<file path="config.mk">
export PLATFORM = sky130hd
export DESIGN_NAME = owned_resource_table_unit_flat
export DESIGN_NICKNAME = d
export VERILOG_FILES = /design/src/ortu_pkg.sv /design/src/ortu_req_if.sv /design/src/ortu_rsp_if.sv /design/src/ortu_ctrl.sv /design/src/ortu_datapath.sv /design/src/owned_resource_table_unit.sv /design/src/flat_wrapper.sv
export SDC_FILE = /design/constraint.sdc
export NUM_CORES = 2
export LEC_CHECK = 0
export BUFFER_PORTS_ARGS = -buffer_cell sky130_fd_sc_hd__clkbuf_2
export CORE_AREA = 2 2 327 459
export DETAILED_ROUTE_END_ITERATION = 16
export DIE_AREA = 0 0 329 461
export PLACE_DENSITY = 0.66
export SLEW_MARGIN = 10
export SYNTH_ARGS = -nofsm -noshare
export SYNTH_HDL_FRONTEND = slang
export SYNTH_SLANG_ARGS = --single-unit
</file>
<file path="constraint.sdc">
create_clock -name clk -period 6.9 [get_ports clk]
set_clock_uncertainty 0.15 [all_clocks]
set_input_delay 1.38 -clock clk [delete_from_list [all_inputs] [get_ports clk]]
set_output_delay 1.38 -clock clk [all_outputs]
set_load 0.01 [all_outputs]
</file>
<file path="src/ortu_pkg.sv">
// ----------------------------------------------------------------------------
// Owned resource table package
// Shared widths, command and outcome codes, and controller handshake types.
// ----------------------------------------------------------------------------
`timescale 1ns / 1ps

package ortu_pkg;

  localparam int TABLE_ENTRIES_DEFAULT = 64;

  localparam int CMD_W   = 2;
  localparam int INDEX_W = 16;
  localparam int KIND_W  = 4;
  localparam int OWNER_W = 8;
  localparam int OUTC_W  = 2;

  localparam logic [CMD_W-1:0] CMD_ADD    = 2'd0;
  localparam logic [CMD_W-1:0] CMD_REMOVE = 2'd1;
  localparam logic [CMD_W-1:0] CMD_QUERY  = 2'd2;

  localparam logic [OUTC_W-1:0] OUT_DONE    = 2'd0;
  localparam logic [OUTC_W-1:0] OUT_PRESENT = 2'd1;
  localparam logic [OUTC_W-1:0] OUT_FULL    = 2'd2;
  localparam logic [OUTC_W-1:0] OUT_MISSING = 2'd3;

  typedef struct packed {
    logic start;
    logic scan;
    logic commit;
  } ortu_ctrl_t;

  typedef struct packed {
    logic last_addr;
    logic out_free;
  } ortu_stat_t;

endpackage

</file>
<file path="src/ortu_req_if.sv">
// ----------------------------------------------------------------------------
// Owned resource table request channel
// Valid/ready channel carrying one command beat.
// ----------------------------------------------------------------------------
`timescale 1ns / 1ps

interface ortu_req_if
  import ortu_pkg::*;
();
  logic               valid;
  logic               ready;
  logic [CMD_W-1:0]   command;
  logic [INDEX_W-1:0] resource_index;
  logic [KIND_W-1:0]  resource_type;
  logic [OWNER_W-1:0] owner_id;

  modport source (output valid, command, resource_index, resource_type, owner_id,
                  input ready);
  modport sink (input valid, command, resource_index, resource_type, owner_id,
                output ready);
endinterface

</file>
<file path="src/ortu_rsp_if.sv">
// ----------------------------------------------------------------------------
// Owned resource table response channel
// Valid/ready channel carrying one result beat.
// ----------------------------------------------------------------------------
`timescale 1ns / 1ps

interface ortu_rsp_if
  import ortu_pkg::*;
();
  logic              valid;
  logic              ready;
  logic              answer;
  logic [OUTC_W-1:0] outcome;

  modport source (output valid, answer, outcome, input ready);
  modport sink (input valid, answer, outcome, output ready);
endinterface

</file>
<file path="src/ortu_ctrl.sv">
// ----------------------------------------------------------------------------
// Owned resource table controller
// Sequences accept, table scan, compare drain and commit of one command.
// ----------------------------------------------------------------------------
`timescale 1ns / 1ps

module ortu_ctrl
  import ortu_pkg::*;
(
  input  logic       clk,
  input  logic       rst,
  input  logic       req_valid,
  output logic       req_ready,
  input  ortu_stat_t stat,
  output ortu_ctrl_t ctrl
);

  localparam logic [1:0] ST_IDLE  = 2'd0;
  localparam logic [1:0] ST_SCAN  = 2'd1;
  localparam logic [1:0] ST_DRAIN = 2'd2;
  localparam logic [1:0] ST_DONE  = 2'd3;

  logic [1:0] state;
  logic [1:0] state_next;

  assign req_ready = (state == ST_IDLE);

  always_comb begin
    state_next  = state;
    ctrl.start  = 1'b0;
    ctrl.scan   = 1'b0;
    ctrl.commit = 1'b0;
    case (state)
      ST_IDLE: begin
        if (req_valid) begin
          ctrl.start = 1'b1;
          state_next = ST_SCAN;
        end
      end
      ST_SCAN: begin
        ctrl.scan = 1'b1;
        if (stat.last_addr) begin
          state_next = ST_DRAIN;
        end
      end
      ST_DRAIN: begin
        state_next = ST_DONE;
      end
      ST_DONE: begin
        if (stat.out_free) begin
          ctrl.commit = 1'b1;
          state_next  = ST_IDLE;
        end
      end
      default: begin
        state_next = ST_IDLE;
      end
    endcase
  end

  always_ff @(posedge clk) begin
    if (rst) begin
      state <= ST_IDLE;
    end else begin
      state <= state_next;
    end
  end

endmodule

</file>
<file path="src/ortu_datapath.sv">
// ----------------------------------------------------------------------------
// Owned resource table datapath
// Entry memory, occupancy bits, scan compare, table update and result register.
// ----------------------------------------------------------------------------
`timescale 1ns / 1ps

module ortu_datapath
  import ortu_pkg::*;
#(
  parameter int TABLE_ENTRIES = TABLE_ENTRIES_DEFAULT
) (
  input  logic               clk,
  input  logic               rst,
  input  ortu_ctrl_t         ctrl,
  output ortu_stat_t         stat,
  input  logic [CMD_W-1:0]   command,
  input  logic [INDEX_W-1:0] resource_index,
  input  logic [KIND_W-1:0]  resource_type,
  input  logic [OWNER_W-1:0] owner_id,
  output logic               out_valid,
  input  logic               out_ready,
  output logic               answer,
  output logic [OUTC_W-1:0]  outcome
);

  localparam int AW      = (TABLE_ENTRIES > 1) ? $clog2(TABLE_ENTRIES) : 1;
  localparam int ENTRY_W = KIND_W + INDEX_W + OWNER_W;

  logic [ENTRY_W-1:0] mem [TABLE_ENTRIES];
  logic [TABLE_ENTRIES-1:0] occ;

  logic [CMD_W-1:0]   req_cmd;
  logic [INDEX_W-1:0] req_index;
  logic [KIND_W-1:0]  req_kind;
  logic [OWNER_W-1:0] req_owner;

  logic [AW-1:0]      addr;
  logic               cmp_valid;
  logic [ENTRY_W-1:0] rd_entry;
  logic               rd_occ;
  logic [AW-1:0]      rd_slot;

  logic               found;
  logic               others;
  logic               have_free;
  logic [AW-1:0]      hit_slot;
  logic [AW-1:0]      free_slot;

  logic [KIND_W-1:0]  rd_kind;
  logic [INDEX_W-1:0] rd_index;
  logic [OWNER_W-1:0] rd_owner;
  logic               rd_hit;
  logic               add_write;
  logic               rem_clear;
  logic               res_answer;
  logic [OUTC_W-1:0]  res_outcome;

  assign rd_kind  = rd_entry[ENTRY_W-1 -: KIND_W];
  assign rd_index = rd_entry[OWNER_W +: INDEX_W];
  assign rd_owner = rd_entry[OWNER_W-1:0];
  assign rd_hit   = rd_occ && (rd_kind == req_kind) && (rd_index == req_index);

  assign add_write = (req_cmd == CMD_ADD) && !found && have_free;
  assign rem_clear = (req_cmd == CMD_REMOVE) && found;

  assign stat.last_addr = (addr == AW'(TABLE_ENTRIES - 1));
  assign stat.out_free  = !out_valid || out_ready;

  always_comb begin
    res_answer  = 1'b0;
    res_outcome = OUT_MISSING;
    case (req_cmd)
      CMD_ADD: begin
        if (found) begin
          res_outcome = OUT_PRESENT;
        end else if (have_free) begin
          res_outcome = OUT_DONE;
        end else begin
          res_outcome = OUT_FULL;
        end
      end
      CMD_REMOVE: begin
        res_answer  = !others;
        res_outcome = found ? OUT_DONE : OUT_MISSING;
      end
      CMD_QUERY: begin
        res_answer  = found || others;
        res_outcome = (found || others) ? OUT_DONE : OUT_MISSING;
      end
      default: begin
        res_answer  = 1'b0;
        res_outcome = OUT_MISSING;
      end
    endcase
  end

  // Entry memory: one write port, one registered read port.
  always_ff @(posedge clk) begin
    if (ctrl.commit && add_write) begin
      mem[free_slot] <= {req_kind, req_index, req_owner};
    end
    rd_entry <= mem[addr];
  end

  always_ff @(posedge clk) begin
    if (rst) begin
      addr      <= '0;
      cmp_valid <= 1'b0;
      out_valid <= 1'b0;
      occ       <= '0;
    end else begin
      if (ctrl.start) begin
        addr <= '0;
      end else if (ctrl.scan) begin
        addr <= addr + 1'b1;
      end
      cmp_valid <= ctrl.scan;
      if (ctrl.commit) begin
        if (add_write) begin
          occ[free_slot] <= (req_kind != '0);
        end else if (rem_clear) begin
          occ[hit_slot] <= 1'b0;
        end
        out_valid <= 1'b1;
      end else if (out_valid && out_ready) begin
        out_valid <= 1'b0;
      end
    end
  end

  always_ff @(posedge clk) begin
    rd_occ  <= occ[addr];
    rd_slot <= addr;
    if (ctrl.start) begin
      req_cmd   <= command;
      req_index <= resource_index;
      req_kind  <= resource_type;
      req_owner <= owner_id;
      found     <= 1'b0;
      others    <= 1'b0;
      have_free <= 1'b0;
    end else if (cmp_valid) begin
      if (rd_hit && (rd_owner == req_owner)) begin
        found    <= 1'b1;
        hit_slot <= rd_slot;
      end
      if (rd_hit && (rd_owner != req_owner)) begin
        others <= 1'b1;
      end
      if (!rd_occ) begin
        have_free <= 1'b1;
        free_slot <= rd_slot;
      end
    end
    if (ctrl.commit) begin
      answer  <= res_answer;
      outcome <= res_outcome;
    end
  end

endmodule

</file>
<file path="src/owned_resource_table_unit.sv">
// ----------------------------------------------------------------------------
// Owned resource table unit
// Table of owned resource entries with add, remove and query commands.
// ----------------------------------------------------------------------------
// Each command runs from acceptance through the table scan back to idle:
// the table sits in a memory with one registered read port, so the scan
// reads one entry per cycle, followed by the compare of the last entry,
// the table update and load of the result register (held back while the
// previous result has not been taken), and the return to idle to accept
// the next beat. The result register holds a finished beat while the next
// command is accepted and scanned. After reset every entry is free at
// once; no clearing pass is needed.
`timescale 1ns / 1ps

module owned_resource_table_unit
  import ortu_pkg::*;
#(
  parameter int TABLE_ENTRIES = TABLE_ENTRIES_DEFAULT
) (
  input logic        clk,
  input logic        rst,
  ortu_req_if.sink   request,
  ortu_rsp_if.source response
);

  ortu_ctrl_t ctrl;
  ortu_stat_t stat;

  ortu_ctrl u_ctrl (
    .clk       (clk),
    .rst       (rst),
    .req_valid (request.valid),
    .req_ready (request.ready),
    .stat      (stat),
    .ctrl      (ctrl)
  );

  ortu_datapath #(
    .TABLE_ENTRIES (TABLE_ENTRIES)
  ) u_datapath (
    .clk            (clk),
    .rst            (rst),
    .ctrl           (ctrl),
    .stat           (stat),
    .command        (request.command),
    .resource_index (request.resource_index),
    .resource_type  (request.resource_type),
    .owner_id       (request.owner_id),
    .out_valid      (response.valid),
    .out_ready      (response.ready),
    .answer         (response.answer),
    .outcome        (response.outcome)
  );

endmodule

</file>
<file path="src/flat_wrapper.sv">
// flat-port wrapper written by rule: the top's interface ports become plain ports
module owned_resource_table_unit_flat import ortu_pkg::*;
#(
  parameter int TABLE_ENTRIES = TABLE_ENTRIES_DEFAULT
)
  (clk, rst, request_valid, request_command, request_resource_index, request_resource_type, request_owner_id, request_ready, response_valid, response_answer, response_outcome, response_ready);
  ortu_req_if request_i ();
  ortu_rsp_if response_i ();
  input logic clk;
  input logic rst;
  input wire logic [$bits(request_i.valid)-1:0] request_valid;
  input wire logic [$bits(request_i.command)-1:0] request_command;
  input wire logic [$bits(request_i.resource_index)-1:0] request_resource_index;
  input wire logic [$bits(request_i.resource_type)-1:0] request_resource_type;
  input wire logic [$bits(request_i.owner_id)-1:0] request_owner_id;
  output wire logic [$bits(request_i.ready)-1:0] request_ready;
  output wire logic [$bits(response_i.valid)-1:0] response_valid;
  output wire logic [$bits(response_i.answer)-1:0] response_answer;
  output wire logic [$bits(response_i.outcome)-1:0] response_outcome;
  input wire logic [$bits(response_i.ready)-1:0] response_ready;
  assign request_i.valid = request_valid;
  assign request_i.command = request_command;
  assign request_i.resource_index = request_resource_index;
  assign request_i.resource_type = request_resource_type;
  assign request_i.owner_id = request_owner_id;
  assign request_ready = request_i.ready;
  assign response_valid = response_i.valid;
  assign response_answer = response_i.answer;
  assign response_outcome = response_i.outcome;
  assign response_i.ready = response_ready;
  owned_resource_table_unit #(.TABLE_ENTRIES(TABLE_ENTRIES)) u_core (.clk(clk), .rst(rst), .request(request_i), .response(response_i));
endmodule
</file>
# Word-level counts from Yosys, hierarchy flattened
# Memories as Yosys holds them, arrays and structs flattened. A register that Yosys moved wholly into a read port is not among the register bits.
# Index checks and enable logic that the tools add are counted.
[word_totals]
regBits = 129
ramBits = 1792
input_bits = 34
output_inout_bits = 5
memories = 1
[classes]
n_addsub = 1
n_lt_le_gt_ge = 5
n_eq_ne = 13
mux = 28
bitwise_logic = 4
reduce_logical = 29
[memory_table]
columns = ["name", "depth", "word_bits", "read_ports", "rd_clocked_by_memory_dff", "wr", "line", "text"]
rows = [
  ["u_core.u_datapath.mem", 64, 28, 1, 1, 1, "ortu_datapath.sv:29", "logic [ENTRY_W-1:0] mem [TABLE_ENTRIES];"],
]
[op_table]
columns = ["op", "n"]
rows = [
  ["two-way mux 64 bit", 2],
  ["bitwise AND 64 bit", 1],
  ["bitwise mux 64 bit", 1],
  ["NOT 64 bit", 1],
  ["< comparator 6 x 7 -> 1 bit, second input constant", 3],
  ["equality test 16 bit", 1],
  ["two-way mux 2 bit", 7],
  ["demux 1 bit (select 6 bit)", 2],
  [">= comparator 6 x 1 -> 1 bit, second input constant", 2],
  ["two-way mux 1 bit", 12],
  ["logical AND 1 bit", 11],
  ["AND reduction 3 bit", 3],
  ["equality test 8 bit", 1],
  ["!= test 8 bit", 1],
  ["one-hot mux 2 bit (4 select lines)", 1],
  ["AND reduction 2 bit", 4],
  ["adder 6 x 1 -> 6 bit, second input constant", 1],
  ["binary-select mux 1 bit (select 6 bit)", 1],
  ["equality test 2 bit, second input constant", 3],
  ["equality test 6 bit, second input constant", 1],
  ["one-hot mux 2 bit (3 select lines)", 1],
  ["equality test 2 x 1 -> 1 bit, second input constant", 2],
  ["equality test 4 bit", 1],
  ["zero test 2 bit", 2],
  ["other kinds (9)", 15],
]

# Longest topological paths before layout
[logic_depth]
ltp_word = 8
mapped_depth = 10
mapped_depth_nobuf = 7

# Hierarchy
# Synthesis repeated with hierarchy kept, for this count alone.
[unflattened]
hier_cells = 3537
area_unflattened_um2 = 75068.2
[by_module_without_submodules]
columns = ["mod", "instances", "cells_per_inst", "area_per_inst_um2", "seq_area_each_um2"]
rows = [
  ["ortu_datapath", 1, 3515, 74870.6, 57365.0],
  ["ortu_ctrl", 1, 22, 197.7, 40.0],
]

# Worst setup path after synthesis
# Ideal clock, no wire load.
[synth_timing]
path_kind = "input to register"
start = "input port response_ready"
end = "memory u_core.u_datapath.mem[43][0] (netlist bit), enable pin"
t_arrival_ps = 3544
t_required_ps = 6335
setup_slack_ps = 2791
path_stages = 5
path_cell_list = "nand2b_1 > clkbuf_1 > or4b_1 > clkbuf_1 > nor2_1"
[synth_via]
elab_chain_cells = 6
[synth_lines]
columns = ["item", "line", "text"]
rows = [
  ["from (decl)", "flat_wrapper.sv:20", "input wire logic [$bits(response_i.ready)-1:0] response_ready;"],
  ["logical OR 1 bit", "ortu_datapath.sv:67", "assign stat.out_free = !out_valid || out_ready;"],
  ["two-way mux 1 bit", "ortu_ctrl.sv:50", "if (stat.out_free) begin"],
  ["two-way mux 1 bit", "ortu_ctrl.sv:33", "case (state)"],
  ["logical AND 1 bit", "ortu_datapath.sv:99", "if (ctrl.commit && add_write) begin"],
  ["two-way mux 1 bit", "ortu_datapath.sv:99", ""],
  ["two-way mux 1 bit (not written as such)", "ortu_datapath.sv:100", "mem[free_slot] <= {req_kind, req_index, req_owner};"],
  ["to (decl)", "ortu_datapath.sv:29", ""],
]
# Every way passes these cells.

# Worst setup path in the final report
[layout_timing]
start = "register u_core.u_datapath.req_kind[0]"
end = "register u_core.u_datapath.hit_slot[5], enable pin"
[layout_via]
elab_chain_cells = 5
[layout_lines]
columns = ["item", "line", "text"]
rows = [
  ["from (decl)", "ortu_datapath.sv:34", "logic [KIND_W-1:0] req_kind;"],
  ["from (signal assigned)", "ortu_datapath.sv:137", "req_kind <= resource_type;"],
  ["equality test 4 bit", "ortu_datapath.sv:61", "assign rd_hit = rd_occ && (rd_kind == req_kind) && (rd_index == req_index);"],
  ["logical AND 1 bit (2 in a row)", "ortu_datapath.sv:61", ""],
  ["logical AND 1 bit", "ortu_datapath.sv:143", "if (rd_hit && (rd_owner == req_owner)) begin"],
  ["AND reduction 3 bit (no source line)", "--", ""],
  ["to (signal assigned)", "ortu_datapath.sv:145", "hit_slot <= rd_slot;"],
  ["to (decl)", "ortu_datapath.sv:46", "logic [AW-1:0] hit_slot;"],
]
# Every way passes these cells.
# A chain may end at the register's enable or synchronous reset.

==> results_dict.tcl <==
set metrics [dict create \
    end_kind "register" \
    cap_viol_max_count 0 \
    grt_pass1_vias 36600 \
    status "finished clean" \
    critPathSlowestCell "edfxtp_1" \
    seq_power_share_pct 51.1 \
    clock-sinks 1949 \
    crit_path_frequent_cell "buf_4" \
    synth_seq_cells 1949 \
    yosysWarnings 0 \
    pwr-share-comb_pct 11.7 \
    synth-edff-count 1837 \
    finalSetupViolations 0 \
    synthTopCellsByCount "edfxtp_1 (1837), mux4_2 (406), mux2i_1 (206), nor2_1 (133), clkbuf_1 (118)" \
    async_flop_share_pct 0 \
    gp_congestion 0.945 \
    routedWlPerCell_um 33.7 \
    p_sw_mw 6.73 \
    cts_made_buffers 176 \
    syn_area_per_cell_um2 20.9 \
    final_antenna_net_count 0 \
    drt_first_pass_iters 7 \
    path_class "reg -> reg" \
    core-area_um2 147000 \
    cts_tree "done" \
    yosysSeqAreaShare_pct 76.6 \
    area_delta_synth_final_pct 11.6 \
    worstPathArrival_ns 4.29 \
    root_buffer "clkbuf_16" \
    cp-startpoint "u_core.u_datapath.req_kind[0]" \
    cts-hold-fix-buffers 0 \
    netSwitchingFraction_pct 24.9 \
    max_stage_delay_ns 1.15 \
    clk-insertion-delay-late_ns 0.82 \
    portBuffers 38 \
    fillCellCount 10800 \
    crit_required_ns 7.19 \
    path_clk_slew_ns 0.06 \
    hold_viol_final 0 \
    power_mw 27.1 \
    postCtsResizedCells 0 \
    finalSetupTns_ns 0 \
    hp-start "u_core.u_datapath.rd_slot[3]" \
    grt_overflow_total 0 \
    synth_top_area_cell "edfxtp_1" \
    path_max_fanout 25 \
    grt_max_degree 110 \
    crit_path_cell_trace "buf_4, buf_4, xor2_1, nor4_1, nand4_1, nor3_1" \
    syn-num-nets 3624 \
    slew_violations 0 \
    yosysUniqueCellTypes 51 \
    max_freq_mhz 250 \
    num_vias 36800 \
    antenna_found_initial 7 \
    synthFlopType "edfxtp_1" \
    viasPerCell 6.42 \
    cts_setup_buffers 0 \
    period_needed_ns 4.01 \
    die_h_um 461 \
    grt_pass1_wl_um 273000 \
    drt_iter0_drc 5051 \
    hp-class "reg -> reg" \
    hpwl_um 116000 \
    track_usage_pct 25.8 \
    final_util_pct 56.8 \
    die_w_um 329 \
    irDropWorstVdd_v 0.000318 \
    place_ws_ns 2.09 \
    p_leak_nw 24.7 \
    rsz0062_at_grt "false" \
    cts_htree_levels 4 \
    regToRegStartpoint "u_core.u_datapath.req_kind[0]" \
    netlist_instances 3580 \
    final_nets 3693 \
    tightest_slew_ns 1.25 \
    num_io_pins 39 \
    yosysTopAreaCellShare_pct 73.6 \
    internal-power_mw 20.3 \
    max_slew_margin_pct 16.8 \
    syn_area_um2 74900 \
    totalWireLength_um 194000 \
    cts_buffer_depth 3 \
    fin_crit_sh_pct 58.1 \
    worst_slack_ns 2.89 \
    initial_core_util_pct 50.9 \
    dieArea_um2 152000 \
    clkPwrFrac_pct 37.2 \
    drc 0 \
    synthTopCellsByArea "edfxtp_1 (74%), mux4_2 (12%), dfxtp_1 (3.0%), mux2i_1 (2.8%), a211oi_1 (1.1%)" \
    num_rows 167 \
    drive_above_1_share_pct 23.5 \
    power_per_cell_area_nw_per_um2 324 \
    synth_most_common_cell "edfxtp_1" \
    cp-start-kind "register" \
]
critical path: cells and delay by family, from the launching register on:
kind	cells	cell delay, ns
DFF	1	1.15
xor gates and xnor gates	1	0.12
buffers and inverters	2	0.85
and+or+nand+nor	3	1.29
per-layer routing:
layer  global-route usage (%)  routed length [µm]  vias to the layer above
li1                         -                   -                    15200
met1                     34.3               73200                    19400
met2                     40.9               93500                     1860
met3                     5.13               16400                      365
met4                     13.0               10400                        0
met5                        0                   0                        -
sequential cells by signal, summed over array words and instances, names as in the netlist:
name,count
u_core.u_datapath.addr,6
u_core.u_datapath.free_slot,6
u_core.u_datapath.rd_slot,6
u_core.u_ctrl.state,2
u_core.u_datapath.outcome,2
u_core.u_datapath.req_kind,4
u_core.u_datapath.req_owner,8
u_core.u_datapath.mem,1792
u_core.u_datapath.found,1
u_core.u_datapath.req_cmd,2
u_core.u_datapath.req_index,16
u_core.u_datapath.rd_entry,28
u_core.u_datapath.answer,1
u_core.u_datapath.hit_slot,6
u_core.u_datapath.rd_occ,1
u_core.u_datapath.have_free,1
u_core.u_datapath.occ,64
u_core.u_datapath.cmp_valid,1
u_core.u_datapath.others,1
u_core.u_datapath.out_valid,1
metrics by stage:
stage	hold slack (ns)	instance area, µm²	cells
floorplan	0.176	74900	3580
global placement	0.258	77700	5414
detailed placement	0.263	77700	5414
CTS	0.277	83600	5739
global route	0.292	83600	5740
finish	0.280	83600	5741
final timing paths:
kind | depth (start not counted) | slack [ns] | end
worst min-delay path | 0 | 0.28 | u_core.u_datapath.hit_slot[3]
worst min register to register | 0 | 0.28 | u_core.u_datapath.hit_slot[3]
worst max register to register | 6 | 2.89 | u_core.u_datapath.hit_slot[5]
worst max-delay path | 6 | 2.89 | u_core.u_datapath.hit_slot[5]
cell usage in the layout (no fill, tap or decap), drive strengths merged, types with 12 or more instances in the layout:
cell      count
bufinv       22
a211oi      124
o22ai        89
nand3b       14
clkinv       74
edfxtp     1837
nand2        44
a22o         30
o221ai       29
xor2         30
buf          82
a211o        29
clkinvlp     12
nand3        39
o211ai       29
clkbuf      250
inv          14
mux2i       206
dfxtp       112
a22oi        87
nor2        149
mux4        406
kinds of logic (layout without fill, tap and decap cells):
logic type,count (synthesis),after routing,synth area share [%]
simple gates,307,307,2.08
mux,612,612,15.0
xor+xnor,32,32,0.374
buf+inv,238,454,1.38
flops,1949,1949,76.6
fa+ha+maj,10,10,0.167
compound gates,432,432,4.41
other cells,0,2,0
area by class of cell:
class                      count  area, µm²  share of cell area, %
clock inverter               113       1230                   1.47
sequential                  1949      57400                   68.7
multi-input combinational   1393      16900                   20.2
clock buffer                 212       4710                   5.64
inverter                       9       33.8                 0.0404
antenna                        2       5.00                0.00599
tap                         1943       2430                   2.91
timing repair buffer         120        893                   1.07
power groups by stage:
stage                     logic, mW  registers, mW  clock network (mW)
after global placement         3.12           14.1                   0
after floorplan                1.49           14.3                   0
after CTS                      3.17           13.8                10.2
final                          3.17           13.8                10.1
after detailed placement       3.17           14.1                   0
after global routing           3.30           13.8                10.6
Note: power is estimated with default switching activity, not from simulation.
